<file path="src/sv/chmc_pkg.sv">
// shared types and constants for the convex hull block
`default_nettype none
package chmc_pkg;
  localparam int CoordW = 16;
  typedef struct packed {
    logic signed [CoordW-1:0] point_x;
    logic signed [CoordW-1:0] point_y;
    logic                     set_end;
  } in_beat_t;
  typedef struct packed {
    logic signed [CoordW-1:0] hull_x;
    logic signed [CoordW-1:0] hull_y;
    logic                     hull_last;
  } out_beat_t;
  typedef enum logic [3:0] {
    ST_LOAD, ST_SHIFT, ST_RD, ST_RDW, ST_CROSS, ST_MUL, ST_PROD, ST_CMP, ST_PUSH,
    ST_EMIT_RD, ST_EMIT_W, ST_EMIT
  } state_t;
  typedef struct packed {
    logic shift;
    logic load;
    logic rotate;
    logic advance;
  } cell_ctl_t;
endpackage
`default_nettype wire

</file>
<file path="src/sv/chmc_cell.sv">
// one cell of the sorted point chain
`default_nettype none
module chmc_cell #(
  parameter int COORD_BITS = 16
) (
  input  wire logic                    clk,
  input  wire logic                    rst_n,
  input  wire chmc_pkg::cell_ctl_t     ctl,
  input  wire logic [2*COORD_BITS-1:0] new_pt,
  input  wire logic [2*COORD_BITS-1:0] prev_pt,
  input  wire logic [2*COORD_BITS-1:0] next_pt,
  input  wire logic                    prev_valid,
  input  wire logic                    prev_gt,
  input  wire logic                    fill,
  output logic [2*COORD_BITS-1:0]      pt_r,
  output logic                         valid_r,
  output logic                         gt
);
  logic signed [COORD_BITS-1:0] px, py, nx, ny;
  logic [2*COORD_BITS-1:0] pt_nxt;
  logic valid_nxt;
  assign px = pt_r[2*COORD_BITS-1:COORD_BITS];
  assign py = pt_r[COORD_BITS-1:0];
  assign nx = new_pt[2*COORD_BITS-1:COORD_BITS];
  assign ny = new_pt[COORD_BITS-1:0];
  assign gt = valid_r && (nx < px || (nx == px && ny < py));
  always_comb begin
    pt_nxt = pt_r;
    valid_nxt = valid_r;
    if (ctl.load) begin
      if (gt) begin
        pt_nxt = (prev_gt && prev_valid) ? prev_pt : new_pt;
      end else if (!valid_r && fill) begin
        pt_nxt = prev_gt ? prev_pt : new_pt;
        valid_nxt = 1'b1;
      end
    end else if (ctl.rotate) begin
      pt_nxt = prev_pt;
    end else if (ctl.advance) begin
      pt_nxt = next_pt;
    end
    if (ctl.shift) valid_nxt = 1'b0;
  end
  always_ff @(posedge clk) begin
    if (!rst_n) begin
      valid_r <= 1'b0;
    end else begin
      valid_r <= valid_nxt;
    end
    pt_r <= pt_nxt;
  end
endmodule
`default_nettype wire

</file>
<file path="config.mk">
export PLATFORM = sky130hd
export DESIGN_NAME = chmc_cell
export DESIGN_NICKNAME = d
export VERILOG_FILES = /design/src/sv/chmc_pkg.sv /design/src/sv/chmc_cell.sv
export SDC_FILE = /design/constraint.sdc
export NUM_CORES = 1
export LEC_CHECK = 0
export BUFFER_PORTS_ARGS = -buffer_cell sky130_fd_sc_hd__buf_4
export CAP_MARGIN = 20
export CORE_ASPECT_RATIO = 1.25
export CORE_MARGIN = 2
export CORE_UTILIZATION = 48
export DETAILED_ROUTE_END_ITERATION = 10
export PLACE_DENSITY = 0.82
export SYNTH_ARGS = -nofsm -noshare
export SYNTH_HDL_FRONTEND = slang
export SYNTH_SLANG_ARGS = --single-unit
</file>
<file path="constraint.sdc">
create_clock -name clk -period 4.8 [get_ports clk]
set_clock_uncertainty 0.1 [all_clocks]
set_input_delay 0 -clock clk [delete_from_list [all_inputs] [get_ports clk]]
set_output_delay 0 -clock clk [all_outputs]
set_load 0.005 [all_outputs]
</file>
==> flow_metrics.tcl, run 1 <==
set metrics [dict create \
    fillCellCount 504 \
    clock_path_buffers 2 \
    dpl.cell_count 550 \
    grt_max_degree 68 \
    grt_use_total_pct 26.68 \
    wl_met2_um 4822 \
    initial_core_util_pct 49.37 \
    wl_met3_um 627 \
    clk_pin_slew_ns 0.07 \
    grt_pass1_vias 3186 \
    core-area_um2 6126 \
    power_density_nw_per_um2 223.3 \
    drt_iter0_markers 167 \
    multi_input_area_um2 1800 \
    synth.distinct_cells 40 \
    finalCritPeriodShare_pct 65.60 \
    die_w_um 75.00 \
    area_delta_synth_final_pct 43.57 \
    num_vias 3313 \
    fmax_mhz 317.6 \
    vias_per_cell 5.762 \
    vdd_drop_max_mv 0.1530 \
    diodes 0 \
    placed_area_um2 4074 \
    gp_congestion 0.7877 \
    stdcell_count 575 \
    post_cts_buffers 0 \
    ys.flop_type "edfxtp_1" \
    worst_pin_slew_ns 0.7851 \
    yosysMostFrequentCell "o21ai_1" \
    drc_errors 0 \
    top_layer_used "met4" \
    relSlewSlack_pct 47.66 \
    wl_per_cell_um 16.00 \
    p_leak_uw 0.001904 \
    rsz0062_at_grt "false" \
    worstSetupStartpointType "flop" \
    overflow 0 \
    maxCapViolCount 0 \
    cts_tree "yes" \
    dpl.hpwl_um 6618 \
    die_y_um 92.75 \
    clock_sinks 33 \
    regArea_um2 980.9 \
    post-route-cell-area_um2 4342 \
    setup_viol 0 \
    worst_ep_required_time_ns 4.83 \
    timing.rr.start "pt_r[31]" \
    totalWireLength_um 9198 \
    hold_depth 3 \
    finalWorstPathRequiredPeriod_ns 3.149 \
    row_count 32 \
    path_class "reg2reg" \
    postSynthCellCount 350 \
    ctsHoldBuffers 16 \
    synthArstFlopShare_pct 0 \
    dieArea_um2 6955 \
    final.setup.tns_ns 0 \
    antenna_found_initial 0 \
    worstSetupEndpointType "flop" \
    cp-startpoint "pt_r[31]" \
    synth-seq-cells 33 \
    hold_class "in2reg" \
    io_buffers 138 \
    cp_max_fo 17 \
    yosysTopAreaCell "edfxtp_1" \
    synth_warnings 0 \
    ys_seq_area_share_pct 32.44 \
    cts_root_buffer "clkbuf_8" \
    nets 625 \
    cp.arrival_ns 3.18 \
    drt_first_pass_iters 4 \
    finalHoldViolCount 0 \
    drt-met1-wl_um 3616 \
    htreeDepth 2 \
    reg2reg_depth 9 \
    grt_pass1_wl_um 14450 \
    drive_above_1_share_pct 32.04 \
    cts_buffers 5 \
    synth-edff-count 32 \
    synth_nets 486 \
    slew_violations 0 \
    min_from "prev_pt[7]" \
    status "finished, final reports clean" \
    ys_top_cells_by_count "o21ai_1, a211oi_1, a31oi_1, inv_1, nor2b_1" \
    io_pins 139 \
    post_cts_resize_count 0 \
    yosysTopAreaCellShare_pct 31.77 \
    avgSynthCellArea_um2 8.640 \
    clk_latency_ns 0.29 \
    ys_top_cells_by_area "edfxtp_1, ha_1, a211oi_1" \
    drtAntennaViolNets 0 \
    syn_area_um2 3024 \
]
==> per-stage QoR <==
step                      hold WS, ns  utilization (%)  total power (µW)  worst slack [ns]
after detailed placement      0.06428            66.50             754.7             1.581
after CTS                   0.0001099            70.42             966.6             1.558
after global routing          0.01045            70.87              1027             1.291
after global placement        0.06228            66.50             740.7             1.652
final                        0.002512            70.87             969.4             1.651
after floorplan              -0.02385                -             589.9            0.9372
==> report_power, final <==
part,total (µW),switching [µW],internal (µW),leakage [µW]
clock,204,101,103,0.0000395
combinational,391,197,194,0.00154
sequential,374,16.1,358,0.000322
total,969,314,655,0.00190
==> kinds of logic after synthesis <==
family,count (synthesis),share of synthesized area [%]
AND/OR/NAND/NOR,94,17.54
AO/OA/AOI/OAI,132,28.59
adder cells (fa/ha/maj),31,12.83
flip-flops,33,32.44
buffers and inverters,60,8.605
==> cell usage in the layout, fill, tap and decap left out, drive strengths merged <==
master         n
nand3         33
nor3           1
o211ai         1
nand2          6
nor4           1
a31o           2
o2111ai        2
nor2           7
nor2b         34
o2111a         1
o21a           1
inv           34
nand2b         1
dfxtp          1
o22ai          1
a211oi        35
nor3b          1
o21ai         40
nand4          6
and2           1
a22oi          1
clkbuf         8
a21oi         10
a21o           1
ha            31
a2111o         1
edfxtp        32
and3b          1
or3            1
or2b           1
o211a          1
a31oi         35
buf          142
dlygate4sd3   16
==> flip-flops by register name (all words and copies together) (netlist names) <==
signal,flops
pt_r,32
valid_r,1
==> metal layers <==
metal  track usage (%)  vias to the layer above
li1                  -                     1611
met3             5.985                       13
met1             31.20                     1565
met5                 0                        -
met4             7.589                        0
met2             47.44                      124
==> layout make-up <==
class / instances / area share (%)
multi-input combinational: 257 / 41.47
clock buffer: 8 / 1.844
timing repair buffer: 158 / 28.70
inverter: 34 / 2.939
sequential: 33 / 22.59
tap: 85 / 2.450
==> critical path, stage by stage (launching register included) <==
cell	delay [ns]
edfxtp_1	0.34
inv_1	0.05
ha_1	0.36
nand4_2	0.16
nor4_1	0.36
or2b_1	0.30
o2111ai_2	0.64
buf_4	0.36
nand3_1	0.10
a31oi_1	0.20
==> final timing paths <==
kind	slack [ns]	end
min reg2reg	1.03	valid_r
max reg2reg	1.65	pt_r[2]
min	0.003	pt_r[7]
max	1.65	pt_r[2]
No activity file was read; power rests on OpenSTA's default activity.
==> inputs of run 2 (changes only) <==
Clock period 4.8 ns to 3.25 ns, I/O delays scaled along.
==> run 2 against run 1 <==
Count of clock-buffer cells in the layout shrank 2. Total power grew 50%. Maximum frequency grew 6.8%. Critical path type unchanged. Critical endpoint is now pt_r[31]. Largest power group unchanged.
==> flow_metrics.tcl, run 2 (synthesized netlist as in run 1, its figures left out) <==
set metrics [dict create \
    status "finished, final reports clean" \
    worstSetupEndpointType "flop" \
    power_density_nw_per_um2 331.3 \
    relSlewSlack_pct 48.76 \
    post-route-util_pct 71.59 \
    die_w_um 75.00 \
    switching_share_pct 33.14 \
    core-area_um2 6126 \
    finalWorstPathRequiredPeriod_ns 2.947 \
    row_count 32 \
    top_register "pt_r" \
    seqPwrFrac_pct 38.1 \
    p_leak_uw 0.001922 \
    clock_path_buffers 2 \
    setup_viol 0 \
    final.setup.tns_ns 0 \
    critPathBufInv 1 \
    num_vias 3370 \
    intPower_uw 971.5 \
    initial_core_util_pct 49.37 \
    path_class "reg2reg" \
    most-common-layout-cells "buf_4, o21ai_1, a211oi_1" \
    grt_pass1_vias 3238 \
    drive_above_1_share_pct 33.13 \
    finalCritPeriodShare_pct 90.69 \
    dpl.hpwl_um 6930 \
    nets 628 \
    path_delay_family "simple AND/OR/NAND/NOR gates" \
    die_y_um 92.75 \
    dieArea_um2 6955 \
    reg_top3 "pt_r: 32 flops, valid_r: 1 flops" \
    finalHoldViolCount 0 \
    layout_commonest_cell "buf_4" \
    clk_pin_slew_ns 0.06 \
    overflow 0 \
    worst_path_max_delay_cell "o22ai_4" \
    slew_violations 0 \
    diodes 0 \
    cp_max_fo 16 \
    clk_latency_ns 0.29 \
    drt_first_pass_iters 5 \
    drc_errors 0 \
    vias_per_cell 5.841 \
    vdd_drop_max_mv 0.2728 \
    grt_max_degree 67 \
    max_stage_delay_ns 0.50 \
    hold_class "in2reg" \
    setup_ws_ns 0.3026 \
    p_comb_share_pct 41.2 \
    wl_per_cell_um 16.60 \
    antenna_found_initial 0 \
    drtAntennaViolNets 0 \
    gp_congestion 0.8000 \
    io_buffers 138 \
    cts_tree "yes" \
    post-route-cell-area_um2 4385 \
    clock_sinks 33 \
    grt_use_total_pct 27.94 \
    grt_pass1_wl_um 15080 \
    worst_pin_slew_ns 0.7685 \
    placed_area_um2 4144 \
    cts_buffers 5 \
    maxCapViolCount 0 \
    totalWireLength_um 9577 \
    worst_ep_required_time_ns 3.08 \
    io_pins 139 \
    rsz0062_at_grt "false" \
    area_delta_synth_final_pct 45.01 \
    fmax_mhz 339.3 \
    drt_iter0_markers 277 \
    cts_root_buffer "clkbuf_8" \
    htreeDepth 2 \
    post_cts_buffers 0 \
    cp_cell_sequence "inv_1 -> ha_1 -> nand4_2 -> nor4_1 -> or2b_1 -> o21ai_0 -> nor3_2 -> o22ai_4" \
    largest_reg_flops 32 \
    p_clk_share_pct 20.7 \
    cp.arrival_ns 2.77 \
    switchingPower_uw 481.6 \
    place_ws_ns 0.01975 \
    worstSetupStartpointType "flop" \
]
run 2: cell types whose count changed in the layout (fill, tap and decap cells not counted):
cell,delta
buf_12,+1
buf_4,+3
clkbuf_1,-2
clkinv_1,+1
dlygate4sd3_1,-2
nor3_1,-1
nor3_2,+1
o22ai_4,+1
run 2: power by group through the flow:
stage	combinational (µW)	clock [µW]	sequential (µW)
after floorplan	307	0	564
after global placement	549	0	561
after detailed placement	574	0	564
after CTS	590	301	555
after global routing	660	319	559
final	598	301	554
run 2: worst register-to-register path, cell delays in order (launching register included):
cell and delay, ns:
edfxtp_1 0.35, inv_1 0.05, ha_1 0.36, nand4_2 0.17, nor4_1 0.35, or2b_1 0.30
o21ai_0 0.28, nor3_2 0.13, o22ai_4 0.50
run 2: what timing repair did:
action,in CTS,in global routing
hold buffers,14,0
endpoints found under the setup margin,32,32
gates resized for setup,0,2
pin swaps,1,1
gates cloned,0,1
hold endpoints to repair,13,0
run 2: layout make-up:
| cell class | count | area, µm² |
|---|---|---|
| multi-input combinational | 258 | 1826 |
| fill | 483 | 1740 |
| timing repair buffer | 160 | 1269 |
| sequential | 33 | 980.9 |
| inverter | 34 | 127.6 |
| tap | 85 | 106.4 |
| clock buffer | 6 | 72.57 |
| clock inverter | 1 | 3.754 |
run 2: worst paths after layout:
path                                  from       end  slack (ns)  cells after the start
worst max-delay path              pt_r[31]  pt_r[31]        0.30                      8
worst min-delay path            prev_pt[0]   pt_r[0]       0.004                      3
worst max register to register    pt_r[31]  pt_r[31]        0.30                      8
worst min register to register     valid_r   valid_r        1.07                      3
run 2: through the flow:
step | instances | total power [µW] | hold WS [ns]
2_1_floorplan | 350 | 871.3 | -0.02385
3_3_place_gp | 554 | 1110 | 0.06221
3_5_place_dp | 555 | 1138 | 0.06471
4_1_cts | 576 | 1445 | 0.002736
5_1_grt | 577 | 1538 | 0.004267
6_report | 577 | 1453 | 0.004038
run 2: routing by layer:
metal	share of wire [%]	wire length (µm)	GRT usage (%)
met1	39	3713	34.50
met2	51	4924	47.44
met3	8.6	826	6.094
met4	1.2	113	8.780
met5	0	0	0
