--- config.mk ---
export PLATFORM = sky130hd
export DESIGN_NAME = chmc_hull
export DESIGN_NICKNAME = d
export VERILOG_FILES = /design/src/sv/chmc_pkg.sv /design/src/sv/chmc_hull.sv
export SDC_FILE = /design/constraint.sdc
export NUM_CORES = 2
export LEC_CHECK = 0
export BUFFER_PORTS_ARGS = -buffer_cell sky130_fd_sc_hd__buf_4
export CORE_MARGIN = 1.5
export CORE_UTILIZATION = 45
export CTS_BUF_LIST = sky130_fd_sc_hd__clkbuf_8 sky130_fd_sc_hd__clkbuf_16
export DETAILED_ROUTE_END_ITERATION = 10
export GPL_TIMING_DRIVEN = 0
export PLACE_DENSITY = 0.6
export SLEW_MARGIN = 5
export SYNTH_ARGS = -nofsm -noshare
export SYNTH_HDL_FRONTEND = slang
export SYNTH_SLANG_ARGS = --single-unit
--- constraint.sdc ---
create_clock -name clk -period 14.6 [get_ports clk]
set_input_delay 2.19 -clock clk [delete_from_list [all_inputs] [get_ports clk]]
set_output_delay 2.19 -clock clk [all_outputs]
set_load 0.01 [all_outputs]
--- src/sv/chmc_pkg.sv ---
// shared types and constants for the convex hull block
`default_nettype none
package chmc_pkg;
  localparam int CoordW = 16;
  typedef struct packed {
    logic signed [CoordW-1:0] point_x;
    logic signed [CoordW-1:0] point_y;
    logic                     set_end;
  } in_beat_t;
  typedef struct packed {
    logic signed [CoordW-1:0] hull_x;
    logic signed [CoordW-1:0] hull_y;
    logic                     hull_last;
  } out_beat_t;
  typedef enum logic [3:0] {
    ST_LOAD, ST_SHIFT, ST_RD, ST_RDW, ST_CROSS, ST_MUL, ST_PROD, ST_CMP, ST_PUSH,
    ST_EMIT_RD, ST_EMIT_W, ST_EMIT
  } state_t;
  typedef struct packed {
    logic shift;
    logic load;
    logic rotate;
    logic advance;
  } cell_ctl_t;
endpackage
`default_nettype wire

--- src/sv/chmc_hull.sv ---
// hull stack, cross product and emit sequencer
`default_nettype none
module chmc_hull #(
  parameter int MAX_POINTS = 32,
  parameter int COORD_BITS = 16
) (
  input  wire logic                    clk,
  input  wire logic                    rst_n,
  input  wire logic                    start,
  input  wire logic [$clog2(MAX_POINTS+1)-1:0] n_pts,
  input  wire logic [2*COORD_BITS-1:0] head_pt,
  output logic                         rotate,
  output logic                         advance,
  output logic                         busy,
  output logic                         out_valid,
  input  wire logic                    out_ready,
  output logic [2*COORD_BITS-1:0]      out_pt,
  output logic                         out_last
);
  localparam int SD = 2 * MAX_POINTS;
  localparam int SW = $clog2(SD + 1);
  localparam int AW = $clog2(SD);
  localparam int NW = $clog2(MAX_POINTS + 1);
  localparam int DW = COORD_BITS + 1;
  localparam int PW = 2 * DW;
  chmc_pkg::state_t st_r, st_nxt;
  logic [2*COORD_BITS-1:0] mem [SD];
  logic [SW-1:0] top_r, top_nxt, lim_r, lim_nxt, ek_r, ek_nxt;
  logic [NW-1:0] i_r, i_nxt, n_r;
  logic phase_r, phase_nxt;
  logic [2*COORD_BITS-1:0] a_r, b_r, rd_r, cur_r;
  logic [SW-1:0] ra;
  logic signed [DW-1:0] d1_r, d2_r, d3_r, d4_r;
  logic signed [PW-1:0] p_r, q_r;
  logic signed [COORD_BITS-1:0] ox, oy, ax, ay, bx, by;
  logic we;
  assign ox = a_r[2*COORD_BITS-1:COORD_BITS];
  assign oy = a_r[COORD_BITS-1:0];
  assign ax = b_r[2*COORD_BITS-1:COORD_BITS];
  assign ay = b_r[COORD_BITS-1:0];
  assign bx = cur_r[2*COORD_BITS-1:COORD_BITS];
  assign by = cur_r[COORD_BITS-1:0];
  always_comb begin
    st_nxt = st_r;
    top_nxt = top_r; lim_nxt = lim_r; i_nxt = i_r; phase_nxt = phase_r; ek_nxt = ek_r;
    unique case (st_r)
      chmc_pkg::ST_LOAD: if (start) begin
        st_nxt = chmc_pkg::ST_RD; top_nxt = '0; i_nxt = '0; phase_nxt = 1'b0;
        lim_nxt = SW'(2);
      end
      chmc_pkg::ST_SHIFT: st_nxt = chmc_pkg::ST_RD;
      chmc_pkg::ST_RD: begin
        if (top_r >= lim_r) st_nxt = chmc_pkg::ST_RDW;
        else st_nxt = chmc_pkg::ST_PUSH;
      end
      chmc_pkg::ST_RDW: st_nxt = chmc_pkg::ST_CROSS;
      chmc_pkg::ST_CROSS: st_nxt = chmc_pkg::ST_MUL;
      chmc_pkg::ST_MUL: st_nxt = chmc_pkg::ST_PROD;
      chmc_pkg::ST_PROD: st_nxt = chmc_pkg::ST_CMP;
      chmc_pkg::ST_CMP: begin
        if (p_r <= q_r) begin
          top_nxt = top_r - SW'(1); st_nxt = chmc_pkg::ST_RD;
        end else st_nxt = chmc_pkg::ST_PUSH;
      end
      chmc_pkg::ST_PUSH: begin
        if (top_r < SW'(SD)) top_nxt = top_r + SW'(1);
        st_nxt = chmc_pkg::ST_SHIFT;
        if (!phase_r) begin
          if (i_r + NW'(1) == n_r) begin
            phase_nxt = 1'b1; i_nxt = '0;
            lim_nxt = ((top_r < SW'(SD)) ? top_r + SW'(1) : top_r) + SW'(1);
            if (n_r == NW'(1)) begin
              st_nxt = chmc_pkg::ST_EMIT_RD; ek_nxt = '0;
            end
          end else i_nxt = i_r + NW'(1);
        end else begin
          if (i_r + NW'(2) == n_r) begin
            st_nxt = chmc_pkg::ST_EMIT_RD; ek_nxt = '0;
          end else i_nxt = i_r + NW'(1);
        end
      end
      chmc_pkg::ST_EMIT_RD: st_nxt = chmc_pkg::ST_EMIT_W;
      chmc_pkg::ST_EMIT_W: st_nxt = chmc_pkg::ST_EMIT;
      chmc_pkg::ST_EMIT: if (out_ready) begin
        if (ek_r + SW'(1) == top_r) begin
          st_nxt = chmc_pkg::ST_LOAD; top_nxt = '0;
        end else begin
          ek_nxt = ek_r + SW'(1); st_nxt = chmc_pkg::ST_EMIT_RD;
        end
      end
      default: st_nxt = chmc_pkg::ST_LOAD;
    endcase
  end
  // the chain steps forward through the lower pass and back through the upper one
  always_comb begin
    rotate = 1'b0;
    advance = 1'b0;
    busy = (st_r != chmc_pkg::ST_LOAD);
    out_valid = (st_r == chmc_pkg::ST_EMIT);
    we = (st_r == chmc_pkg::ST_PUSH) && (top_r < SW'(SD));
    ra = ek_r;
    unique case (st_r)
      chmc_pkg::ST_RD: ra = top_r - SW'(2);
      chmc_pkg::ST_RDW: ra = top_r - SW'(1);
      chmc_pkg::ST_PUSH: begin
        if (!phase_r && (i_r + NW'(1) != n_r)) advance = 1'b1;
        else rotate = 1'b1;
      end
      default: ra = ek_r;
    endcase
  end
  assign out_pt = rd_r;
  assign out_last = (ek_r + SW'(1) == top_r);
  always_ff @(posedge clk) begin
    if (we) mem[top_r[AW-1:0]] <= cur_r;
    rd_r <= mem[ra[AW-1:0]];
    if (st_r == chmc_pkg::ST_RDW) a_r <= rd_r;
    if (st_r == chmc_pkg::ST_CROSS) b_r <= rd_r;
    if (st_r == chmc_pkg::ST_RD) cur_r <= head_pt;
    if (st_r == chmc_pkg::ST_LOAD) n_r <= n_pts;
    d1_r <= DW'(ax) - DW'(ox);
    d2_r <= DW'(by) - DW'(oy);
    d3_r <= DW'(ay) - DW'(oy);
    d4_r <= DW'(bx) - DW'(ox);
    p_r <= PW'(d1_r) * PW'(d2_r);
    q_r <= PW'(d3_r) * PW'(d4_r);
  end
  always_ff @(posedge clk) begin
    if (!rst_n) begin
      st_r <= chmc_pkg::ST_LOAD; top_r <= '0; lim_r <= '0; i_r <= '0;
      phase_r <= 1'b0; ek_r <= '0;
    end else begin
      st_r <= st_nxt; top_r <= top_nxt; lim_r <= lim_nxt; i_r <= i_nxt;
      phase_r <= phase_nxt; ek_r <= ek_nxt;
    end
  end
endmodule
`default_nettype wire

==> insert_results.sql <==
INSERT INTO impl_metrics (metric_group, metric, value, unit) VALUES
('run_status', 'status', 'complete, but fails checks', ''),
('run_status', 'violations_in_the_final_reports', 'max-slew violations', ''),
('clocking', 'number_of_buffers_inserted_by_post_cts_setup_repair', '0', ''),
('critical_path', 'timing.critical_path.slowest_stage_cell', 'sky130_fd_sc_hd__clkbuf_1', ''),
('clocking', 'clock_latency', '0.92', 'ns'),
('synth', 'dominant_register_cell_in_the_synthesized_netlist', 'sky130_fd_sc_hd__edfxtp_1', ''),
('clocking', 'clock_sink_count', '2350', ''),
('synth', 'seq_area_frac_synth', '0.590', ''),
('flow_run', 'cap_viol_max_count', '0', ''),
('die', 'floorplan.die_area', '0.261', 'mm²'),
('synth', 'synth_area', '0.116', 'mm²'),
('synth', 'synthXorXnorAreaFrac', '0.0117', ''),
('timing', 'final_max_slew_viol_count', '2', ''),
('timing', 'timing.max_slew.rel_slack', '-0.0494', ''),
('detailed_routing', 'routed_wirelength', '353000', 'µm'),
('clocking', 'h_tree_depth', '4', ''),
('detailed_routing', 'drt_iter0_drc', '7319', ''),
('global_route', 'grt_pass1_vias', '75000', ''),
('layout', 'fraction_of_layout_instances_using_a_drive_strength_above_1', '0.0955', ''),
('critical_path', 'crit-reg2reg-launch', 'd2_r[8]', ''),
('timing', 'worst-slew-pin-transition', '1.57', 'ns'),
('die', 'io_pins', '79', ''),
('critical_path', 'cp_data_required_time', '15.31', 'ns'),
('critical_path', 'regToRegSetupSlack', '6.83', 'ns'),
('critical_path', 'critical_path_fanout_max', '10', ''),
('timing', 'finalCriticalPeriod', '7.77', 'ns'),
('layout', 'final_nets', '10600', ''),
('critical_path', 'timing.critical_path.buf_inv', '5', ''),
('synth', 'ys_ff_latch', '2350', ''),
('critical_path', 'worstSetupEndpointType', 'flip-flop', ''),
('place', 'portBuffers', '77', ''),
('synth', 'mux_cell_area_share_after_synthesis', '0.0414', ''),
('detailed_routing', 'antenna_left', '0', ''),
('detailed_routing', 'route.detailed.wl_per_inst', '26.6', 'µm'),
('clocking', 'clk_transition_reported_paths', '0.06', 'ns'),
('clocking', 'buffer_type_at_the_clock_tree_root', 'sky130_fd_sc_hd__clkbuf_16', ''),
('global_route', 'grt_antenna_before_repair', '20', ''),
('timing', 'grt_setup_unrepaired', 'no', ''),
('detailed_routing', 'via_per_inst', '5.65', ''),
('global_route', 'grt_first_pass_wirelength', '512000', 'µm'),
('timing', 'final.setup.tns', '0', 'ns'),
('global_route', 'track_usage', '0.267', ''),
('clocking', 'clock_path_buffers', '4', ''),
('critical_path', 'timing.critical_path.from', 'd2_r[8]', ''),
('detailed_routing', 'drcViolationCount', '0', ''),
('place', 'gp_congestion', '0.993', ''),
('critical_path', 'worst_setup_path_start_kind', 'flip-flop', ''),
('timing', 'max_clock_freq', '0.129', 'GHz'),
('critical_path', 'timing.reg2reg.worst_path_depth', '22', ''),
('synth', 'share_of_flip_flops_with_an_asynchronous_set_or_reset', '0', ''),
('timing', 'hold_violations', '0', ''),
('clocking', 'holdBufCountCts', '0', ''),
('clocking', 'post_cts.resized_instances', '0', ''),
('critical_path', 'critical_path.most_common_cell', 'sky130_fd_sc_hd__fa_1', ''),
('clocking', 'tritoncts', 'done', ''),
('die', 'floorplan.initialDensity', '0.453', ''),
('critical_path', 'critPathCapture', 'p_r[32]', ''),
('critical_path', 'worst_path_largest_cell_delay', '0.75', 'ns'),
('synth', 'synthDistinctLibCells', '76', ''),
('synth', 'synth-edff-count', '2150', ''),
('global_route', 'grt_max_degree', '33', ''),
('clocking', 'tritoncts.num_buffers', '246', ''),
('synth', 'synth_simple_gate_area_frac', '0.126', ''),
('worst_hold_path', 'hold_path.class', 'reg2reg', ''),
('critical_path', 'r2r_end', 'p_r[32]', ''),
('global_route', 'overflow', '0', ''),
('die', 'placementRows', '186', ''),
('synth', 'synth-compound-area-share', '0.0533', ''),
('timing', 'timing.final.crit_share', '0.532', ''),
('detailed_routing', 'drt-pass1-iter-count', '8', ''),
('critical_path', 'critical_path_arrival', '8.47', 'ns');
==> cell families after synthesis <==
| family | after synthesis |
|---|---|
| simple gates | 3320 |
| flops | 2350 |
| buf+inv | 1206 |
| fa+ha+maj | 882 |
| compound gates | 819 |
| mux | 481 |
| xor+xnor | 152 |
==> metal layers <==
| metal | track usage | vias to the layer above | wire length, µm |
|---|---|---|---|
| met5 | 0 | - | 118 |
| met3 | 0.0471 | 722 | 26100 |
| li1 | - | 33400 | - |
| met1 | 0.340 | 38100 | 138000 |
| met4 | 0.133 | 4 | 19800 |
| met2 | 0.441 | 2997 | 169000 |
==> final cells by class <==
type | instances | area [µm²] | share of cell area
clock inverters | 198 | 1950 | 0.0145
inverters | 717 | 2690 | 0.0201
diodes | 6 | 15.0 | 0.000112
well taps | 3384 | 4230 | 0.0316
plain buffers | 489 | 2450 | 0.0183
repair buffers | 246 | 4810 | 0.0359
flip-flops and latches | 2350 | 68600 | 0.512
clock buffers | 251 | 6250 | 0.0466
multi-input cells | 5654 | 43100 | 0.321
==> Yosys cell counts, drive strengths merged (16+ instances only) <==
master	instances	area [µm²]
and3	173	1080
o21ai	64	320
nor2b	24	150
a311oi	228	2000
fa	596	11900
a211o	68	596
xor2	39	342
o21a	25	188
dfxtp	200	4000
a311o	32	320
or3	19	119
a21oi	115	579
nor2	215	807
nand2	1928	7240
inv	717	2690
clkbuf	223	841
ha	286	3580
a32oi	32	280
o211ai	44	330
nand2b	21	131
a21o	40	300
buf	266	1610
a211oi	16	120
xnor2	111	972
nand3	551	2760
a31oi	71	444
nor3	47	240
mux2i	479	4790
and2	299	1870
edfxtp	2150	64600
==> sequential cells by signal, summed over array words and instances, names as in the netlist <==
signal	flops
a_r	32
b_r	32
cur_r	32
d1_r	17
d2_r	17
d3_r	17
d4_r	17
ek_r	7
i_r	6
lim_r	7
mem	2048
n_r	6
out_pt	32
p_r	34
phase_r	1
q_r	34
st_r	4
top_r	7
==> cells in the final DEF, fill, tap and decap left out, drive strengths merged, types with 9 or more instances in the layout <==
cell type / synthesis / routed
ha: 286 / 286
o21ai: 64 / 64
clkbuf: 223 / 474
and2: 299 / 299
nor2: 215 / 215
a21oi: 115 / 115
a21o: 40 / 40
a31oi: 71 / 71
a311oi: 228 / 228
o21a: 25 / 25
a311o: 32 / 32
xnor2: 111 / 111
o22ai: 9 / 9
or3: 19 / 19
nand3: 551 / 551
fa: 596 / 596
a211oi: 16 / 16
nand2b: 21 / 21
xor2: 39 / 39
dfxtp: 200 / 200
clkinvlp: 0 / 14
and3: 173 / 173
mux2i: 479 / 479
a32oi: 32 / 32
nand4: 11 / 11
nor3: 47 / 47
buf: 266 / 512
nand2: 1928 / 1928
inv: 717 / 746
o211ai: 44 / 44
clkinv: 0 / 119
a211o: 68 / 68
nor2b: 24 / 24
edfxtp: 2150 / 2150
bufinv: 0 / 36
==> how the worst min path moves through the flow <==
stage | from | to | slack [ns] | cells past startpoint
6_report | out_pt[31] | a_r[31] | 0.48 | 0
3_3_place_gp | out_pt[31] | a_r[31] | 0.45 | 0
5_1_grt | out_pt[31] | b_r[31] | 0.49 | 0
3_5_place_dp | out_pt[31] | a_r[31] | 0.46 | 0
4_1_cts | out_pt[31] | b_r[31] | 0.48 | 0
2_1_floorplan | lim_r[1] | lim_r[1] | 0.44 | 2
==> stage by stage <==
stage	hold slack, ns	instances	setup slack (ns)	area, µm²	util
final	0.478	13300	6.83	134000	0.522
after global routing	0.488	13300	6.49	134000	0.522
after CTS	0.475	13300	6.75	134000	0.522
after detailed placement	0.462	12800	6.80	126000	0.490
after global placement	0.449	12700	6.92	121000	0.471
after floorplan	0.444	9210	8.29	116000	-
Power is not shown: default switching activity piles up to over one toggle a cycle in this logic, so the estimate is an artifact.
